<file path="src/hw/rtl/lss_pkg.sv">
// ----------------------------------------------------------------------------
// lss_pkg
// Shared types, command codes and helpers of the RV64 load/store stage.
// ----------------------------------------------------------------------------
package lss_pkg;

  localparam int StoreBytes = 4096;
  localparam int AddrW      = 12;
  localparam int CmdW       = 4;

  localparam logic [CmdW-1:0] CMD_LB   = 4'd0;
  localparam logic [CmdW-1:0] CMD_LH   = 4'd1;
  localparam logic [CmdW-1:0] CMD_LW   = 4'd2;
  localparam logic [CmdW-1:0] CMD_LD   = 4'd3;
  localparam logic [CmdW-1:0] CMD_LBU  = 4'd4;
  localparam logic [CmdW-1:0] CMD_LHU  = 4'd5;
  localparam logic [CmdW-1:0] CMD_LWU  = 4'd6;
  localparam logic [CmdW-1:0] CMD_SB   = 4'd7;
  localparam logic [CmdW-1:0] CMD_SH   = 4'd8;
  localparam logic [CmdW-1:0] CMD_SW   = 4'd9;
  localparam logic [CmdW-1:0] CMD_SD   = 4'd10;
  localparam logic [CmdW-1:0] CMD_PASS = 4'd11;

  typedef enum logic [1:0] {
    KIND_LOAD,
    KIND_STORE,
    KIND_PASS
  } kind_e;

  typedef struct packed {
    logic [CmdW-1:0]  command;
    logic             bubble;
    logic [AddrW-1:0] byte_address;
    logic [63:0]      data_value;
    logic [4:0]       dest_reg;
    logic [31:0]      instr_word;
  } in_item_t;

  typedef struct packed {
    logic [63:0]     out_value;
    logic [CmdW-1:0] out_command;
    logic [4:0]      out_dest_reg;
    logic [31:0]     out_instr_word;
  } out_item_t;

  // controller -> datapath
  typedef struct packed {
    logic capture;
    logic red_step;
    logic rd_en;
    logic wr_en;
    logic clr_en;
    logic finish;
  } ctrl_cmd_t;

  // datapath -> controller
  typedef struct packed {
    logic  in_drop;
    kind_e in_kind;
    logic  in_addr_ge;
    kind_e q_kind;
    logic  red_last;
    logic  byte_last;
    logic  clear_last;
  } dp_status_t;

  function automatic kind_e cmd_kind(logic [CmdW-1:0] cmd);
    kind_e k;
    case (cmd)
      CMD_LB, CMD_LH, CMD_LW, CMD_LD,
      CMD_LBU, CMD_LHU, CMD_LWU: k = KIND_LOAD;
      CMD_SB, CMD_SH, CMD_SW, CMD_SD: k = KIND_STORE;
      default: k = KIND_PASS;
    endcase
    return k;
  endfunction

  // index of the last byte of the access
  function automatic logic [2:0] cmd_last(logic [CmdW-1:0] cmd);
    logic [2:0] n;
    case (cmd)
      CMD_LH, CMD_LHU, CMD_SH: n = 3'd1;
      CMD_LW, CMD_LWU, CMD_SW: n = 3'd3;
      CMD_LD, CMD_SD:          n = 3'd7;
      default:                 n = 3'd0;
    endcase
    return n;
  endfunction

endpackage

</file>
<file path="src/hw/rtl/lss_ctrl.sv">
// ----------------------------------------------------------------------------
// lss_ctrl
// Sequencer of the load/store stage: clearing pass, address reduction,
// byte-serial load/store and hand-off to the output register.
// ----------------------------------------------------------------------------
module lss_ctrl (
  input  logic                   clk_i,
  input  logic                   rst_ni,
  input  logic                   in_valid_i,
  output logic                   in_ready_o,
  output logic                   out_valid_o,
  input  logic                   out_ready_i,
  input  lss_pkg::dp_status_t    status_i,
  output lss_pkg::ctrl_cmd_t     cmd_o
);

  localparam logic [2:0] ST_CLEAR  = 3'd0;
  localparam logic [2:0] ST_IDLE   = 3'd1;
  localparam logic [2:0] ST_REDUCE = 3'd2;
  localparam logic [2:0] ST_LOAD   = 3'd3;
  localparam logic [2:0] ST_LTAIL  = 3'd4;
  localparam logic [2:0] ST_STORE  = 3'd5;
  localparam logic [2:0] ST_DONE   = 3'd6;

  logic [2:0] state_q, state_d;
  logic       out_valid_q, out_valid_d;
  logic       out_free;

  function automatic logic [2:0] route(lss_pkg::kind_e k);
    logic [2:0] s;
    case (k)
      lss_pkg::KIND_LOAD:  s = ST_LOAD;
      lss_pkg::KIND_STORE: s = ST_STORE;
      default:             s = ST_DONE;
    endcase
    return s;
  endfunction

  assign out_free    = !out_valid_q || out_ready_i;
  assign in_ready_o  = (state_q == ST_IDLE);
  assign out_valid_o = out_valid_q;

  always_comb begin
    state_d = state_q;
    cmd_o   = '0;
    case (state_q)
      ST_CLEAR: begin
        cmd_o.clr_en = 1'b1;
        if (status_i.clear_last) begin
          state_d = ST_IDLE;
        end
      end
      ST_IDLE: begin
        if (in_valid_i && !status_i.in_drop) begin
          cmd_o.capture = 1'b1;
          state_d = status_i.in_addr_ge ? ST_REDUCE : route(status_i.in_kind);
        end
      end
      ST_REDUCE: begin
        cmd_o.red_step = 1'b1;
        if (status_i.red_last) begin
          state_d = route(status_i.q_kind);
        end
      end
      ST_LOAD: begin
        cmd_o.rd_en = 1'b1;
        if (status_i.byte_last) begin
          state_d = ST_LTAIL;
        end
      end
      ST_LTAIL: begin
        state_d = ST_DONE;
      end
      ST_STORE: begin
        cmd_o.wr_en = 1'b1;
        if (status_i.byte_last) begin
          state_d = ST_DONE;
        end
      end
      ST_DONE: begin
        if (out_free) begin
          cmd_o.finish = 1'b1;
          state_d = ST_IDLE;
        end
      end
      default: begin
        state_d = ST_IDLE;
      end
    endcase
  end

  always_comb begin
    if (cmd_o.finish) begin
      out_valid_d = 1'b1;
    end else if (out_ready_i) begin
      out_valid_d = 1'b0;
    end else begin
      out_valid_d = out_valid_q;
    end
  end

  always_ff @(posedge clk_i or negedge rst_ni) begin
    if (!rst_ni) begin
      state_q     <= ST_CLEAR;
      out_valid_q <= 1'b0;
    end else begin
      state_q     <= state_d;
      out_valid_q <= out_valid_d;
    end
  end

endmodule

</file>
<file path="config.mk">
export PLATFORM = sky130hd
export DESIGN_NAME = lss_ctrl
export DESIGN_NICKNAME = d
export VERILOG_FILES = /design/src/hw/rtl/lss_pkg.sv /design/src/hw/rtl/lss_ctrl.sv
export SDC_FILE = /design/constraint.sdc
export NUM_CORES = 1
export LEC_CHECK = 0
export CORE_MARGIN = 3
export CORE_UTILIZATION = 30
export DETAILED_ROUTE_END_ITERATION = 8
export DONT_BUFFER_PORTS = 1
export GPL_ROUTABILITY_DRIVEN = 1
export PLACE_DENSITY_LB_ADDON = 0.2
export RECOVER_POWER = 25
export SETUP_SLACK_MARGIN = 0.05
export SYNTH_ARGS = -nofsm -noshare
export SYNTH_HDL_FRONTEND = slang
export SYNTH_SLANG_ARGS = --single-unit
</file>
<file path="constraint.sdc">
create_clock -name clk_i -period 2 [get_ports clk_i]
set_clock_uncertainty 0.15 [all_clocks]
set_input_delay 0.2 -clock clk_i [delete_from_list [all_inputs] [get_ports clk_i]]
set_output_delay 0.2 -clock clk_i [all_outputs]
set_load 0.01 [all_outputs]
</file>
Word level (Yosys, flattened, before mapping)

Cells that the tools add are included.

Output and inout port bits: 8
Flip-flop bits (word level): 4

Reduce and logical (&&, ||, !) cells: 9
Mux-type cells: 20
Eq/ne operators: 14

Operator list:

| kind                 | count |
|---|---|
| $mux W3              | 7 |
| $pmux W3 S7          | 1 |
| $pmux W3 S2          | 2 |
| $mux W1              | 10 |
| $ne A2 B2 Y1 const B | 5 |
| $eq A3 B3 Y1 const B | 3 |
| $eq A3 B2 Y1 const B | 2 |
| $reduce_and A6 Y1    | 1 |
| $eq A2 B1 Y1 const B | 2 |
| $logic_not A2 Y1     | 2 |
| $eq A3 B1 Y1 const B | 1 |
| $logic_not A3 Y1     | 1 |
| $logic_not A1 Y1     | 2 |
| $ne A2 B1 Y1 const B | 1 |
| $reduce_bool A2 Y1   | 1 |
| $logic_and A1 B1 Y1  | 1 |
| $logic_or A1 B1 Y1   | 1 |

Longest topological paths before layout

Depth in word-level cells: 5
Depth in mapped cells: 6
Mapped depth without buffers: 4

Worst setup path after synthesis

No wires, ideal clock.

Kind: reg-to-reg
Start point: register state_q[2]
End point: register state_q[1]
Period minus slack after synthesis: 1694 ps
Buffers on the path: 1
Arrival time: 1418 ps
Stages on the path, launching flop included: 5
Setup time: 126 ps
Path slack: 306 ps
Cells stage by stage: dfrtp_1 buf_2 nor3b_1 o21ai_1 a221o_1

Longest elaborated chain between the ends: 3

Ends and longest elaborated chain:

| what                        | RTL line        | text |
|---|---|---|
| from (decl)                 | lss_ctrl.sv:25  | `logic [2:0] state_q, state_d;` |
| from (signal assigned)      | lss_ctrl.sv:107 | `state_q <= state_d;` |
| $eq A3 B1 Y1 (*)            | -               |  |
| net in_ready_o              | lss_ctrl.sv:10  | `output logic in_ready_o,` |
| $ne A2 B1 Y1 (no line)      | -               |  |
| $reduce_and A6 Y1 (no line) | -               |  |

The timed path passes the listed nets; every way through them passes the cells marked *.
A chain may end at the register's enable or synchronous reset.

==> impl_metrics.json <==
{
  "swShare": 0.438,
  "synthesis.area_sq_um": 389,
  "p_sw_uw": 313,
  "die_w_microns": 42.0,
  "pwr-share-seq": 0.316,
  "nets": 65,
  "post-place-ws_ns": 0.277,
  "start_util": 0.337,
  "cpPeakStageDelay_ns": 0.48,
  "path_max_fanout": 10,
  "routed.top_layer": "met3",
  "finalHoldViolations": 0,
  "worstSetupEndpointType": "primary output",
  "cts_buffers": 3,
  "outcome": "finished clean",
  "syn_area_per_cell_sq_um": 8.28,
  "viasPerCell": 5.69,
  "ys_top_cells_by_area": "dfrtp_1 (26%), nor3b_1 (7.7%), nor3_1 (5.1%)",
  "grt_pass1_vias": 372,
  "cap_violations": 0,
  "async_flop_share": 1.00,
  "comb_power_share": 0.550,
  "gp_congestion": 0.773,
  "power.density_nw_per_um2": 1620,
  "antennaDiodeCount": 0,
  "rsz0062_at_grt": "false",
  "placementRows": 12,
  "grt_max_degree": 14,
  "finalCriticalPeriod_ns": 1.77,
  "die_h_microns": 42.0,
  "insertion_delay_ns": 0.23,
  "synth_cells": 47,
  "setup_viol": 0,
  "synth_commonest_cells": "dfrtp_1 (4), nor3_1 (4), nor3b_1 (4)",
  "crit_family": "flip-flops",
  "tightest_slew_ns": 0.383,
  "ant_nets": 0,
  "final_layout_size_suffix_gt1_frac": 0.240,
  "synth_edf_count": 0,
  "antenna_found_initial": 0,
  "cp_common_cell": "buf_4",
  "route.vias.total": 364,
  "setup_tns_ns": 0,
  "vdd.ir_drop.worst_mv": 0.558,
  "coreArea_sq_um": 1160,
  "post-route-period-util": 0.883,
  "crit_slowest_cell": "dfrtp_1",
  "port_buffers": 0,
  "wl_met2_microns": 408,
  "io_pins": 21,
  "seq_area_sq_um": 100,
  "fmax_ghz": 0.566,
  "clk_path_buf_depth": 2,
  "drt_iter0_drc": 10,
  "ys_seq_elements": 4,
  "synth_flop_cell": "dfrtp_1",
  "wire_per_inst_microns": 14.1,
  "power.share.clock": 0.134,
  "p_leak_nw": 0.179,
  "dr_wl_met3_microns": 94,
  "hp-class": "in2async",
  "clk_pin_slew_ns": 0.04,
  "yosys.area.top_type": "dfrtp_1",
  "wl_met1_microns": 399,
  "clock-sinks": 4,
  "fp.dieArea_sq_um": 1770,
  "critPathBufInv": 2,
  "final_max_slew_viol_count": 0,
  "path_cells": "buf_4 > nor3b_1 > buf_4",
  "maxSlewHeadroom": 0.744,
  "syn-num-nets": 60,
  "nFillCells": 121,
  "dpl.hpwl_microns": 719,
  "ys_types": 29,
  "grt_pass1_wl_microns": 1570,
  "synth_seq_area_share": 0.257,
  "drc": 0,
  "ys_warn_count": 0,
  "globalRouteTotalUtil": 0.116,
  "wirelength_microns": 902,
  "cts_tree": "built",
  "criticalPathCategory": "reg2out",
  "arrival_ns": 1.42,
  "worst_slack_ns": 0.235,
  "cts_max_level": 1,
  "cts_root_buf": "clkbuf_4",
  "postCtsSetupBuffers": 0,
  "synth_top_area_frac": 0.257,
  "first_pass_iters": 4,
  "overflow": 0,
  "area_growth_syn_to_layout_pct": 13.2,
  "power.internal_uw": 402,
  "worstPathRequired_ns": 1.65,
  "multi_input_area_sq_um": 249,
  "start_kind": "register"
}
-- timing repair --
action	4_1_cts	5_1_grt
hold buffers	1	0
hold endpoints to repair	4	0
setup endpoints to repair	0	1
gates resized for setup	0	1
-- metrics by stage --
stage,cells,power (mW),hold WS [ns],util,instance area [sq um]
6_report,64,0.715,0.0873,0.381,440
5_1_grt,64,0.786,0.0809,0.381,440
4_1_cts,64,0.714,0.0813,0.377,435
3_5_place_dp,60,0.609,-0.245,0.348,403
3_3_place_gp,60,0.606,-0.245,0.348,403
2_1_floorplan,47,0.557,-0.246,-,389
-- flip-flops by register name (all words and copies together), names as in the netlist --
signal       count
state_q          3
out_valid_o      1
-- area by class of cell --
cell class | instances | area share
Tap cell | 14 | 0.0398
Clock buffer | 3 | 0.0511
Multi-Input combinational cell | 35 | 0.565
Sequential cell | 4 | 0.227
Inverter | 3 | 0.0256
Timing Repair Buffer | 5 | 0.0909
-- cell families (layout without fill, tap and decap cells) --
family                 Yosys count  after routing  share of synthesized area
muxes                            2              2                     0.0643
AOI/OAI and AO/OA               13             13                      0.251
buffers and inverters            8             11                      0.116
DFF                              4              4                      0.257
and+or+nand+nor                 20             20                      0.312
-- power by group through the flow --
stage	Clock (mW)	Sequential [mW]	Combinational (mW)
after CTS	0.101	0.220	0.393
after floorplan	0	0.144	0.414
final	0.0957	0.226	0.393
after global routing	0.110	0.241	0.435
after detailed placement	0	0.220	0.389
after global placement	0	0.218	0.388
-- worst register-to-register path, delay by kind of cell (launching register included) --
kind / cells / cell delay, ns
AO/OA/AOI/OAI: 2 / 0.24
AND/OR/NAND/NOR: 1 / 0.43
flip-flops: 1 / 0.50
multiplexers: 1 / 0.31
-- cell usage in the layout (no fill, tap or decap) --
cell type / instances
dlygate4sd3_1: 1
a211oi_1: 1
nor3b_1: 3
nor2_1: 3
nand2b_1: 1
a221o_1: 1
buf_4: 4
nand2_1: 1
nand3b_1: 1
mux2_4: 1
o221a_2: 1
inv_1: 3
mux2i_1: 1
nor3b_2: 1
dfrtp_1: 4
o21ai_0: 1
clkbuf_4: 3
a21oi_2: 1
or3_1: 2
nor2b_1: 1
a21oi_1: 2
nor4b_1: 1
a221oi_1: 1
nor3_1: 4
o211ai_1: 2
o21ai_2: 1
and2_1: 1
o21ai_1: 1
o31ai_1: 1
and3b_1: 1
-- worst paths after layout --
check	to	cells past startpoint	slack, ns	from
max	cmd_o[4]	3	0.23	state_q[0]$_DFFE_PN0P_
min	state_q[1]$_DFFE_PN0P_	1	0.09	rst_ni
max reg2reg	state_q[0]$_DFFE_PN0P_	4	0.26	state_q[2]$_DFFE_PN0P_
min reg2reg	out_valid_o$_DFFE_PN0P_	2	0.48	out_valid_o$_DFFE_PN0P_
max in group asynchronous	out_valid_o$_DFFE_PN0P_	1	1.44	rst_ni
min in group clk_i	state_q[2]$_DFFE_PN0P_	2	0.09	status_i[8]
-- per-layer routing --
metal  vias to the layer above  global-route usage
met3                         0              0.0644
met2                        17               0.164
met5                         -                   0
met4                         0              0.0559
li1                        180                   -
met1                       167               0.141
Note: power is estimated with default switching activity, not from simulation.
